--- config.mk ---
export PLATFORM = sky130hd
export DESIGN_NAME = rso_merge
export DESIGN_NICKNAME = d
export VERILOG_FILES = /design/src/design/rso_pkg.sv /design/src/design/rso_merge.sv
export VERILOG_INCLUDE_DIRS = /design/src /design/src/design
export SDC_FILE = /design/constraint.sdc
export NUM_CORES = 1
export LEC_CHECK = 0
export ABC_AREA = 1
export BUFFER_PORTS_ARGS = -buffer_cell sky130_fd_sc_hd__buf_4
export CAP_MARGIN = 20
export CORE_ASPECT_RATIO = 1.25
export CORE_UTILIZATION = 25
export DETAILED_ROUTE_END_ITERATION = 12
export SLEW_MARGIN = 20
export SYNTH_ARGS = -nofsm -noshare
export SYNTH_HDL_FRONTEND = slang
export SYNTH_SLANG_ARGS = --single-unit
--- constraint.sdc ---
create_clock -name clk_i -period 1.8 [get_ports clk_i]
set_input_delay 0.36 -clock clk_i [delete_from_list [all_inputs] [get_ports clk_i]]
set_output_delay 0.36 -clock clk_i [all_outputs]
set_load 0.02 [all_outputs]
--- src/design/assert_macros.svh ---
// Assertion macros shared by the stream order design files.
`ifndef ASSERT_MACROS_SVH
`define ASSERT_MACROS_SVH

// Check a condition at every rising clock edge outside reset.
`define RSO_ASSERT(lbl, cond) \
  lbl: assert property (@(posedge clk_i) disable iff (!rst_ni) (cond)) \
    else $error("assertion failed");

// Check that a condition implies another in the next cycle.
`define RSO_ASSERT_NEXT(lbl, pre, post) \
  lbl: assert property (@(posedge clk_i) disable iff (!rst_ni) (pre) |=> (post)) \
    else $error("assertion failed");

`endif

--- src/design/rso_pkg.sv ---
// Shared constants and types of the raster stream order core.
package rso_pkg;

  localparam int MAX_ROWS_DEF   = 64;
  localparam int MAX_COLS_DEF   = 64;
  localparam int ORDER_BITS_DEF = 8;

  localparam int CFG_W   = 7;
  localparam int IDX_W   = 12;
  localparam int OUT_W   = 8;

  localparam logic [CFG_W-1:0] CFG_RESET = 7'd64;
  localparam logic             CFG_ROWS  = 1'b0;
  localparam logic             CFG_COLS  = 1'b1;

  localparam logic REQ_LOAD = 1'b0;
  localparam logic REQ_READ = 1'b1;

  // stream flag pair {dir_valid, on_stream}
  localparam logic [1:0] STREAM_CELL = 2'b11;

  localparam logic [3:0] K_CENTRE    = 4'd4;
  localparam logic [3:0] K_LAST      = 4'd8;
  localparam logic [4:0] DIR_OPP_SUM = 5'd8;

  typedef struct packed {
    logic clear;
    logic fold;
  } merge_ctl_t;

endpackage

--- src/design/rso_merge.sv ---
// Merge unit: folds contributor orders into one cell's stream order.
`include "assert_macros.svh"
module rso_merge
  import rso_pkg::*;
#(
  parameter int ORDER_BITS = ORDER_BITS_DEF
) (
  input  logic                  clk_i,
  input  logic                  rst_ni,
  input  merge_ctl_t            ctl_i,
  input  logic [ORDER_BITS-1:0] value_i,
  output logic [ORDER_BITS-1:0] order_o
);

  localparam logic [ORDER_BITS-1:0] TOP = '1;

  logic                  seen_q, seen_d;
  logic [ORDER_BITS-1:0] out_q, out_d, mx_q, mx_d;

  always_comb begin
    seen_d = seen_q;
    out_d  = out_q;
    mx_d   = mx_q;
    if (ctl_i.clear) begin
      seen_d = 1'b0;
      out_d  = ORDER_BITS'(1);
      mx_d   = '0;
    end else if (ctl_i.fold) begin
      seen_d = 1'b1;
      if (!seen_q || value_i > out_q) begin
        out_d = value_i;
        mx_d  = value_i;
      end else if (value_i == out_q) begin
        // equal order bumps the first maximum, saturating
        out_d = (mx_q == TOP) ? TOP : mx_q + ORDER_BITS'(1);
      end
    end
  end

  always_ff @(posedge clk_i or negedge rst_ni) begin
    if (!rst_ni) begin
      seen_q <= 1'b0;
    end else begin
      seen_q <= seen_d;
    end
  end

  always_ff @(posedge clk_i) begin
    out_q <= out_d;
    mx_q  <= mx_d;
  end

  assign order_o = out_q;

  `RSO_ASSERT_NEXT(a_fold_nonzero, ctl_i.fold && value_i != '0, out_q != '0)

endmodule

After elaboration in Yosys (flattened, before gate mapping)
Index checks and enable logic that the tools add are counted.
{"block": "totals", "reg_bits": 17, "input_bits": 12, "output_inout_bits": 8, "wordCells": 18}
{"block": "op_classes", "n_addsub": 1, "order_cmp": 1, "n_eq_ne": 2, "n_mux": 5, "reduce_logical": 6}
{"op": "8-bit 2-to-1 mux", "n": 3}
{"op": "8-bit by 1-bit adder with 8-bit output, second input constant", "n": 1}
{"op": "8-bit == test", "n": 1}
{"op": "8-bit == test, second input constant", "n": 1}
{"op": "8-bit greater-than comparator", "n": 1}
{"op": "2-bit AND reduction", "n": 2}
{"op": "2-bit nonzero test", "n": 2}
{"op": "1-bit 2-to-1 mux", "n": 2}
{"op": "1-bit logical NOT", "n": 1}
{"op": "1-bit logical OR", "n": 1}

Logic depth before layout (Yosys ltp)
Gate-level depths: netlist of the first run.
{"block": "depth", "word_depth": 4, "ltp_mapped": 16, "depth_no_buf": 15}

Worst setup path before layout of the first run
OpenSTA, ideal clock, no wires.
{"block": "synth_timing", "path_type": "flip-flop to flip-flop", "from": "reg out_q[7], in the netlist order_o[7]", "to": "reg out_q[7], in the netlist order_o[7]", "setup_ns": 0.111, "arrival_time_ns": 1.679, "t_required_ns": 1.689, "setup_slack_ns": 0.009, "path_stages_with_launch": 13, "n_path_buf": 1, "synth_period_minus_slack_ns": 1.791, "cell_sequence": "dfxtp_1 > inv_1 > ha_1 > a21o_1 > nor2_2 > nand2_2 > nand2_4 > nand2_8 > buf_12 > nand2_2 > nand2_1 > nor2_1 > nor2_1"}
{"block": "synth_via", "elab_chain_len": 4, "word_cells_on_any_way": 6, "cone_classes": "order compare (1); eq/ne (1); mux (1); reduce/logical (3)"}
{"element": "start: declaration", "line_no": "rso_merge.sv:18", "text": "logic [ORDER_BITS-1:0] out_q, out_d, mx_q, mx_d;"}
{"element": "start signal: assignment", "line_no": "rso_merge.sv:49", "text": "out_q <= out_d;"}
{"element": "8-bit greater-than comparator", "line_no": "rso_merge.sv:30", "text": "if (!seen_q || value_i > out_q) begin"}
{"element": "1-bit logical OR", "line_no": "rso_merge.sv:30"}
{"element": "2-bit nonzero test (no line)"}
{"element": "2-bit AND reduction (no line)"}
Several ways; a longest one is shown, not always the timed one.
A chain may end at the register's enable or synchronous reset.

Worst setup path in the final report of the first run
{"block": "layout_timing", "from": "reg out_q[4], in the netlist order_o[4]", "to": "reg out_q[0], in the netlist order_o[0]"}
Same word-level chain as after synthesis.

==> results.cfg, run 1 <==
[floorplanning]
io_pins = 20
start_util_pct = 26.62
dieArea_mm2 = 0.005103
coreArea_mm2 = 0.004527
die_x_um = 64.10
die_h_um = 79.62
rows = 27

[worst_setup_path]
path_cells = inv_1, ha_1, nand2_2, nor2_4, nand4_4, nand4_1, nand2_4, a21oi_1, nand2_1
arrival_ns = 1.87
startpoint_type = flip-flop
cp_max_fo = 8
crit_slowest_cell = dfxtp_2
crit_type = flip-flop to flip-flop
endpoint_kind = flip-flop
worstPathRequired_ns = 1.95
cp_slowest_stage_delay_ns = 0.32

[final_layout]
final_core_util_pct = 36.54
most-common-layout-cells = nand2_1, buf_4, nor2_1, nand3_1, inv_1
post_route_cells_drive_above_1_share_pct = 37.50
n_antenna_cell = 0
finalNetCount = 230
layout_commonest_cell = nand2_1
fill_cells = 508
instances_no_fill = 266
syn2layout_area_growth_pct = 37.28

[logic_synthesis]
synth_area_leaders = dfxtp_1, nand2_1, ha_1, nand3_1, inv_1
synth_nets = 199
synth_cell_type_count = 25
synthesis.area_mm2 = 0.001205
synth_seq_cells = 17
ys_seq_area_share_pct = 28.66
synthDominantAreaCellType = dfxtp_1
syn_area_per_cell_um2 = 6.769
synth.top_cell.area_share_pct = 26.58
synthCells = 178
yosys_warnings = 0

[clock_network]
cts_root_buf = clkbuf_8
clock_path_buffers = 2
htreeDepth = 1
cts_made_buffers = 3
clk_latency_ns = 0.26
cts_num_sinks = 17
clk_pin_slew_ns = 0.07
cts_tree = built

[routing]
dr.first_iter.drc_count = 48
wl_per_cell_um = 11.39
drt_first_pass_iters = 4
routed_via_density = 4.530
routed-via-count = 1205
wl_um = 3031
ant_nets = 0
drc = 0

[timing]
period_share_pct = 95.63
hold_viol = 0
slew_violations = 0
rsz0062_at_grt = yes
max_freq_mhz = 580.9
max-slew-margin-rel_pct = 71.80
finalSetupViolCount = 0
worst_slew_pin_slew_ns = 0.4230
period_needed_ns = 1.721
fin_skew_ns = 0.003327

[power_and_ir_drop]
vdd_ir_drop_max_uv = 199.6
leakage_nw = 0.7693
p_per_area_mw_per_mm2 = 687.1

[grt]
grt_pass1_vias = 1089
antenna_found_initial = 0
grt_overflow_total = 0
grt_pass1_wl_um = 4733
grt_max_degree = 17
grt_usage_pct = 11.86

[run_status]
outcome = completed

[placed_design]
dp.cells = 259
dp_hpwl_um = 2176
io_buffers = 19
gp_congestion = 0.7452

[run]
drv_cap = 0

[min_path]
hold_class = input pin to flip-flop
==> path summary, 6_finish.rpt <==
path,startpoint,endpoint,slack (ns),depth (start not counted)
worst max-delay path,order_o[4]$_SDFFE_PP0P_,order_o[0]$_SDFFE_PP1P_,0.08,9
worst min-delay path,ctl_i[1],seen_q$_DFFE_PN0P_,0.36,2
worst max register to register,order_o[4]$_SDFFE_PP0P_,order_o[0]$_SDFFE_PP1P_,0.08,9
worst min register to register,mx_q[1]$_SDFFE_PP0P_,mx_q[1]$_SDFFE_PP0P_,0.49,2
max in group asynchronous,rst_ni,seen_q$_DFFE_PN0P_,1.30,2
min in group asynchronous,rst_ni,seen_q$_DFFE_PN0P_,0.42,2
==> cell families after synthesis <==
group                      synth area share [%]
AOI/OAI and AO/OA                         7.477
adders and majority gates                 9.346
buffers and inverters                     10.38
DFF                                       28.66
and+or+nand+nor                           44.13
==> cell type report <==
cell class | count | area (µm²) | share of cell area, %
multi-input combinational | 137 | 877.1 | 53.03
sequential | 17 | 352.8 | 21.33
timing repair buffer | 30 | 231.5 | 13.99
inverter | 20 | 75.07 | 4.539
tap | 58 | 72.57 | 4.387
clock buffer | 4 | 45.04 | 2.723
==> synthesized netlist by cell type (all sizes together) <==
cell type and number:
o21ai 4, inv 20, nor2 21, ha 9, nand3b 1, clkbuf 1
buf 4, nand2 62, nand4 5, nor3 1, o21bai 1, dfrtp 1
nand3 20, a21oi 11, dfxtp 16, a21o 1
==> metal layers <==
metal	GRT usage, %	part of all wire (%)
met1	14.38	47
met2	19.89	48
met3	2.571	2.8
met4	5.333	2.4
met5	0	0
==> metrics by stage <==
stage                     setup slack [ns]  cell area (µm²)  hold slack (ns)  setup TNS (ns)  total power, mW
after floorplan                   0.009257             1205          0.06441               0           0.6653
after global placement             -0.1066             1438           0.1381         -0.8262           0.7687
after detailed placement          -0.09052             1438           0.1371         -0.8892           0.7718
after CTS                         0.004830             1493           0.3526               0            1.074
after global routing              -0.05599             1654           0.3609         -0.2507            1.221
final                              0.07862             1654           0.3632               0            1.136
==> where the power goes <==
part	total, mW	internal (mW)	switching [mW]
combinational	0.402	0.176	0.226
sequential	0.440	0.410	0.0292
clock	0.295	0.157	0.138
==> critical path, delay by kind of cell, from the launching register on <==
kind | cells | cell delay (ns)
buf+inv | 1 | 0.06
simple gates | 6 | 0.80
compound gates | 1 | 0.15
fa+ha+maj | 1 | 0.28
flops | 1 | 0.32
==> flip-flops by register name, indices dropped and copies added, names as in the netlist <==
register and flops:
mx_q 8, order_o 8, seen_q 1
==> what timing repair did <==
action,4_1_cts,5_1_grt
buffers inserted,0,1
hold endpoints to repair,1,0
hold buffers,1,0
resized for setup,0,35
setup endpoints to repair,0,16
Power figures use the tool's default switching activity.
==> run 2, diff against run 1 <==
- CORE_MARGIN: not set -> 2
==> run 2 against run 1 <==
Compared with the run above:
- core utilization is 3.0 points lower
- power fell by 3.2%
- clock skew grew 0.0030 ns
- combinational power decreased by 7.7%
- count of clock-buffer cells in the layout down 1
- worst setup slack improved by 0.037 ns
- largest power group unchanged
- critical path depth did not move
- clock power barely moved
- highest routed layer unchanged
- sequential power decreased by 1%
- cell area fell by 4.9%
==> results.cfg, run 2 (synthesized netlist as in run 1, its figures left out) <==
[run_status]
outcome = completed

[clock_network]
cts_tree = built
cts_num_sinks = 17
clk_pin_slew_ns = 0.07
clock_path_buffers = 2
cts_made_buffers = 3
cts_root_buf = clkbuf_8
clk_latency_ns = 0.25
htreeDepth = 1

[timing]
max-slew-margin-rel_pct = 82.31
period_share_pct = 93.59
hold_viol = 0
slew_violations = 0
worst_slew_pin_slew_ns = 0.2653
period_needed_ns = 1.685
fin_skew_ns = 0.006352
finalSetupViolCount = 0
max_freq_mhz = 593.6

[grt]
grt_max_degree = 17
grt_overflow_total = 0
antenna_found_initial = 0
grt_pass1_wl_um = 4726
grt_usage_pct = 10.90
grt_pass1_vias = 1089

[final_layout]
instances_no_fill = 266
post_route_cells_drive_above_1_share_pct = 28.64
syn2layout_area_growth_pct = 30.53
most-common-layout-cells = nand2_1, buf_4, inv_1, nor2_1, nand3_1
finalNetCount = 228
layout_commonest_cell = nand2_1
n_antenna_cell = 0

[routing]
wl_per_cell_um = 10.58
drc = 0
ant_nets = 0
dr.first_iter.drc_count = 57
wl_um = 2813
routed_via_density = 4.380
routed-via-count = 1165
drt_first_pass_iters = 4

[worst_setup_path]
crit_type = flip-flop to flip-flop
arrival_ns = 1.83
worstPathRequired_ns = 1.95
path_cells = inv_1, ha_1, nand2_2, nor2_4, nand4_4, nand4_1, nand2_4, a21oi_1, nand2_1
path_delay_family = simple AND/OR/NAND/NOR gates
r2r_slack_ns = 0.12
cp_max_fo = 8
startpoint_type = flip-flop
critPathBufInv = 1
crit_slowest_cell = dfxtp_1
cp_slowest_stage_delay_ns = 0.34
endpoint_kind = flip-flop

[power_and_ir_drop]
vdd_ir_drop_max_uv = 222.8
p_total_mw = 1.100
leakage_nw = 0.7586
p_per_area_mw_per_mm2 = 699.3

[floorplanning]
io_pins = 20
rows = 28
start_util_pct = 25.67
die_h_um = 81.62
dieArea_mm2 = 0.005395
die_x_um = 66.10
coreArea_mm2 = 0.004695

[placed_design]
dp.cells = 259
io_buffers = 19
dp_hpwl_um = 2187
gp_congestion = 0.7897

[run]
drv_cap = 0

[min_path]
hold_class = input pin to flip-flop
run 2: cell types whose count changed in the layout (fill, tap and decap cells not counted), moves of 2 or more:
| cell | before | now |
|---|---|---|
| dfxtp_2 | 6 | 3 |
| nand2_2 | 10 | 6 |
| dfxtp_1 | 10 | 13 |
| ha_1 | 3 | 7 |
| inv_2 | 6 | 1 |
| inv_1 | 14 | 19 |
| buf_4 | 28 | 26 |
| ha_4 | 6 | 2 |
| nand2_1 | 48 | 52 |
run 2: cell type report:
class,instances,area [µm²]
tap,60,75.07
multi-input combinational,137,810.8
fill,519,3122
timing repair buffer,28,216.5
inverter,20,75.07
clock buffer,3,41.29
clock inverter,1,5.005
sequential,17,349.1
run 2: stage by stage:
stage | hold slack (ns) | util [%] | setup WS (ns) | cell area [µm²] | TNS (ns)
final | 0.3537 | 33.50 | 0.1154 | 1573 | 0
after detailed placement | 0.1369 | 30.36 | -0.03429 | 1425 | -0.1005
after CTS | 0.3503 | 31.56 | 0.05776 | 1481 | 0
after floorplan | 0.06441 | - | 0.009257 | 1205 | 0
after global routing | 0.3561 | 33.50 | -0.02497 | 1573 | -0.02671
after global placement | 0.1376 | 30.36 | -0.02745 | 1425 | -0.03474
run 2: final timing paths:
path | start | depth (start not counted) | to
worst max-delay path | order_o[4]$_SDFFE_PP0P_ | 9 | order_o[0]$_SDFFE_PP1P_
worst min-delay path | ctl_i[1] | 2 | mx_q[5]$_SDFFE_PP0P_
worst max register to register | order_o[4]$_SDFFE_PP0P_ | 9 | order_o[0]$_SDFFE_PP1P_
worst min register to register | mx_q[1]$_SDFFE_PP0P_ | 2 | mx_q[1]$_SDFFE_PP0P_
max in group asynchronous | rst_ni | 2 | seen_q$_DFFE_PN0P_
min in group asynchronous | rst_ni | 2 | seen_q$_DFFE_PN0P_
run 2: what timing repair did:
item / in CTS / in global routing
setup buffers: 0 / 1
setup endpoints to repair: 0 / 16
resized for setup: 0 / 17
endpoints found under the hold margin: 1 / 0
hold buffers: 1 / 0
run 2: per-layer routing:
layer / up-vias / global-route usage [%] / wire, µm / share of wire, %
met5: - / 0 / 0 / 0
met4: 0 / 4.286 / 50 / 1.8
met3: 4 / 0.8219 / 46 / 1.6
met2: 13 / 19.80 / 1478 / 53
met1: 521 / 13.18 / 1238 / 44
li1: 627 / - / - / -
run 2: report_power, final:
part | switching [mW] | internal [mW] | total [mW]
Combinational | 0.212 | 0.159 | 0.371
Clock | 0.141 | 0.154 | 0.294
Sequential | 0.0258 | 0.409 | 0.435
==> run 3, diff against run 2 <==
- ABC_AREA: 1 -> not set
==> run 3 against run 2 <==
Compared with the run above:
- the run now ends with negative setup slack left
- via count up 18%
- clock skew down 0.0021 ns
- sequential power up 2%
- combinational power up 61%
- non-clock buffer count up 39
- wire length up 38%
- critical path type unchanged
- critical endpoint is now order_o[6]$_SDFFE_PP0P_
- highest routed layer unchanged
==> results.cfg, run 3 <==
[placed_design]
io_buffers = 19
gp_congestion = 0.8860
dp.cells = 259
place_area_mm2 = 0.001785
dp_hpwl_um = 2852
pre_cts_slack_ns = -0.3421

[run_status]
outcome = finished with violations
violations = negative setup slack

[floorplanning]
die_h_um = 81.18
coreArea_mm2 = 0.004659
rows = 28
dieArea_mm2 = 0.005336
die_x_um = 65.74
io_pins = 20
start_util_pct = 25.56

[power_and_ir_drop]
pwr-share-seq_pct = 33.1
switchingPower_mw = 0.4590
vdd_ir_drop_max_uv = 332.0
p_clk_share_pct = 22.1
p_per_area_mw_per_mm2 = 635.8
leakage_nw = 0.8333
pwr-share-comb_pct = 44.8
p_int_mw = 0.8782
p_sw_share_pct = 34.32
p_total_mw = 1.337

[min_path]
hold_class = input pin to flip-flop

[logic_synthesis]
synth.top_cell.area_share_pct = 26.89
synthesis.area_mm2 = 0.001191
synth_seq_cells = 17
synth_top_flop_cell = dfxtp_1
yosys_warnings = 0
synth_area_leaders = dfxtp_1, ha_1, a21oi_1, o31ai_1, nand4_1
ys_seq_area_share_pct = 28.99
synthCells = 144
synth_nets = 165
synth_cell_type_count = 42
syn_area_per_cell_um2 = 8.272
synthDominantAreaCellType = dfxtp_1
synth_commonest_cells = a21oi_1, dfxtp_1, inv_1, nand2_1, ha_1
synth_edf_count = 0
async_flop_share_pct = 5.882

[timing]
max_freq_mhz = 508.5
tns_ns = -1.652
max-slew-margin-rel_pct = 78.72
fin_skew_ns = 0.004252
slew_violations = 0
period_share_pct = 109.3
period_needed_ns = 1.967
worst_slew_pin_slew_ns = 0.3168
finalSetupViolCount = 16
hold_viol = 0
finalWorstSetupSlack_ns = -0.1667
rsz0062_at_grt = yes
whs_ns = 0.3975

[routing]
dr.first_iter.drc_count = 38
wl_um = 3881
routed_via_density = 5.116
drt_first_pass_iters = 4
ant_nets = 0
routed-via-count = 1371
drc = 0
wl_per_cell_um = 14.48

[final_layout]
instances_no_fill = 268
post_route_cells_drive_above_1_share_pct = 57.69
final_core_util_pct = 45.14
syn2layout_area_growth_pct = 76.58
n_antenna_cell = 0
most-common-layout-cells = buf_4, a21oi_1, nand2_1, dfxtp_1
finalNetCount = 230
design_area_mm2 = 0.002103
layout_commonest_cell = buf_4

[clock_network]
htreeDepth = 1
cts_made_buffers = 3
cts_num_sinks = 17
clock_path_buffers = 2
clk_pin_slew_ns = 0.07
clk_latency_ns = 0.25
cts_tree = built
cts_root_buf = clkbuf_8

[worst_setup_path]
startpoint_type = flip-flop
endpoint_kind = flip-flop
arrival_ns = 2.09
cp_max_fo = 3
worstPathRequired_ns = 1.92
crit_type = flip-flop to flip-flop

[grt]
grt_max_degree = 15
grt_pass1_vias = 1418
grt_usage_pct = 15.17
grt_overflow_total = 0
grt_pass1_wl_um = 6403
antenna_found_initial = 0

[run]
drv_cap = 0
run 3: final cells by class:
type | instances | area (µm²)
well taps | 60 | 75.07
clock buffers | 3 | 41.29
clock inverters | 1 | 7.507
fillers | 419 | 2556
flip-flops and latches | 17 | 364.1
repair buffers | 67 | 548.0
inverters | 11 | 41.29
multi-input cells | 109 | 1026
run 3: per-layer routing:
layer | part of all wire [%] | vias up | track usage [%]
met4 | 1.2 | 0 | 3.750
li1 | - | 674 | -
met2 | 57 | 22 | 29.80
met3 | 2.0 | 6 | 1.524
met1 | 40 | 669 | 17.10
met5 | 0 | - | 0
run 3: worst paths after layout:
path | start | endpoint | slack [ns] | depth (start not counted)
hold / removal | ctl_i[1] | order_o[6]$_SDFFE_PP0P_ | 0.40 | 2
hold reg to reg | mx_q[4]$_SDFFE_PP0P_ | mx_q[4]$_SDFFE_PP0P_ | 0.51 | 2
max in group asynchronous | rst_ni | seen_q$_DFFE_PN0P_ | 1.29 | 2
setup reg to reg | order_o[5]$_SDFFE_PP0P_ | order_o[6]$_SDFFE_PP0P_ | -0.17 | 8
setup / recovery | order_o[5]$_SDFFE_PP0P_ | order_o[6]$_SDFFE_PP0P_ | -0.17 | 8
min in group asynchronous | rst_ni | seen_q$_DFFE_PN0P_ | 0.43 | 2
run 3: cell families (layout without fill, tap and decap cells):
family | count (synthesis) | after routing | synth area share [%]
AO/OA/AOI/OAI | 50 | 50 | 28.26
AND/OR/NAND/NOR | 46 | 46 | 23.21
buffers and inverters | 18 | 82 | 7.142
flip-flops | 17 | 17 | 28.99
adder cells (fa/ha/maj) | 9 | 9 | 9.454
XOR/XNOR | 4 | 4 | 2.942
run 3: worst max-delay path, stage by stage, from the launching register on:
cell	delay, ns
dfxtp_4	0.36
inv_2	0.04
ha_4	0.21
a211oi_4	0.26
o21ai_2	0.14
buf_6	0.15
or4_4	0.46
a21oi_2	0.15
a311oi_2	0.06
run 3: power by group through the flow:
stage / Combinational (mW) / Clock [mW] / Sequential, mW
floorplan: 0.224 / 0 / 0.474
global placement: 0.470 / 0 / 0.451
detailed placement: 0.472 / 0 / 0.450
CTS: 0.553 / 0.303 / 0.442
global route: 0.649 / 0.313 / 0.448
finish: 0.598 / 0.296 / 0.443
run 3: what timing repair did:
item | in CTS | in global routing
hold buffers | 1 | 0
pin swaps | 15 | 4
hold endpoints to repair | 1 | 0
endpoints found under the setup margin | 16 | 16
buffers inserted | 3 | 1
gates resized for setup | 35 | 12
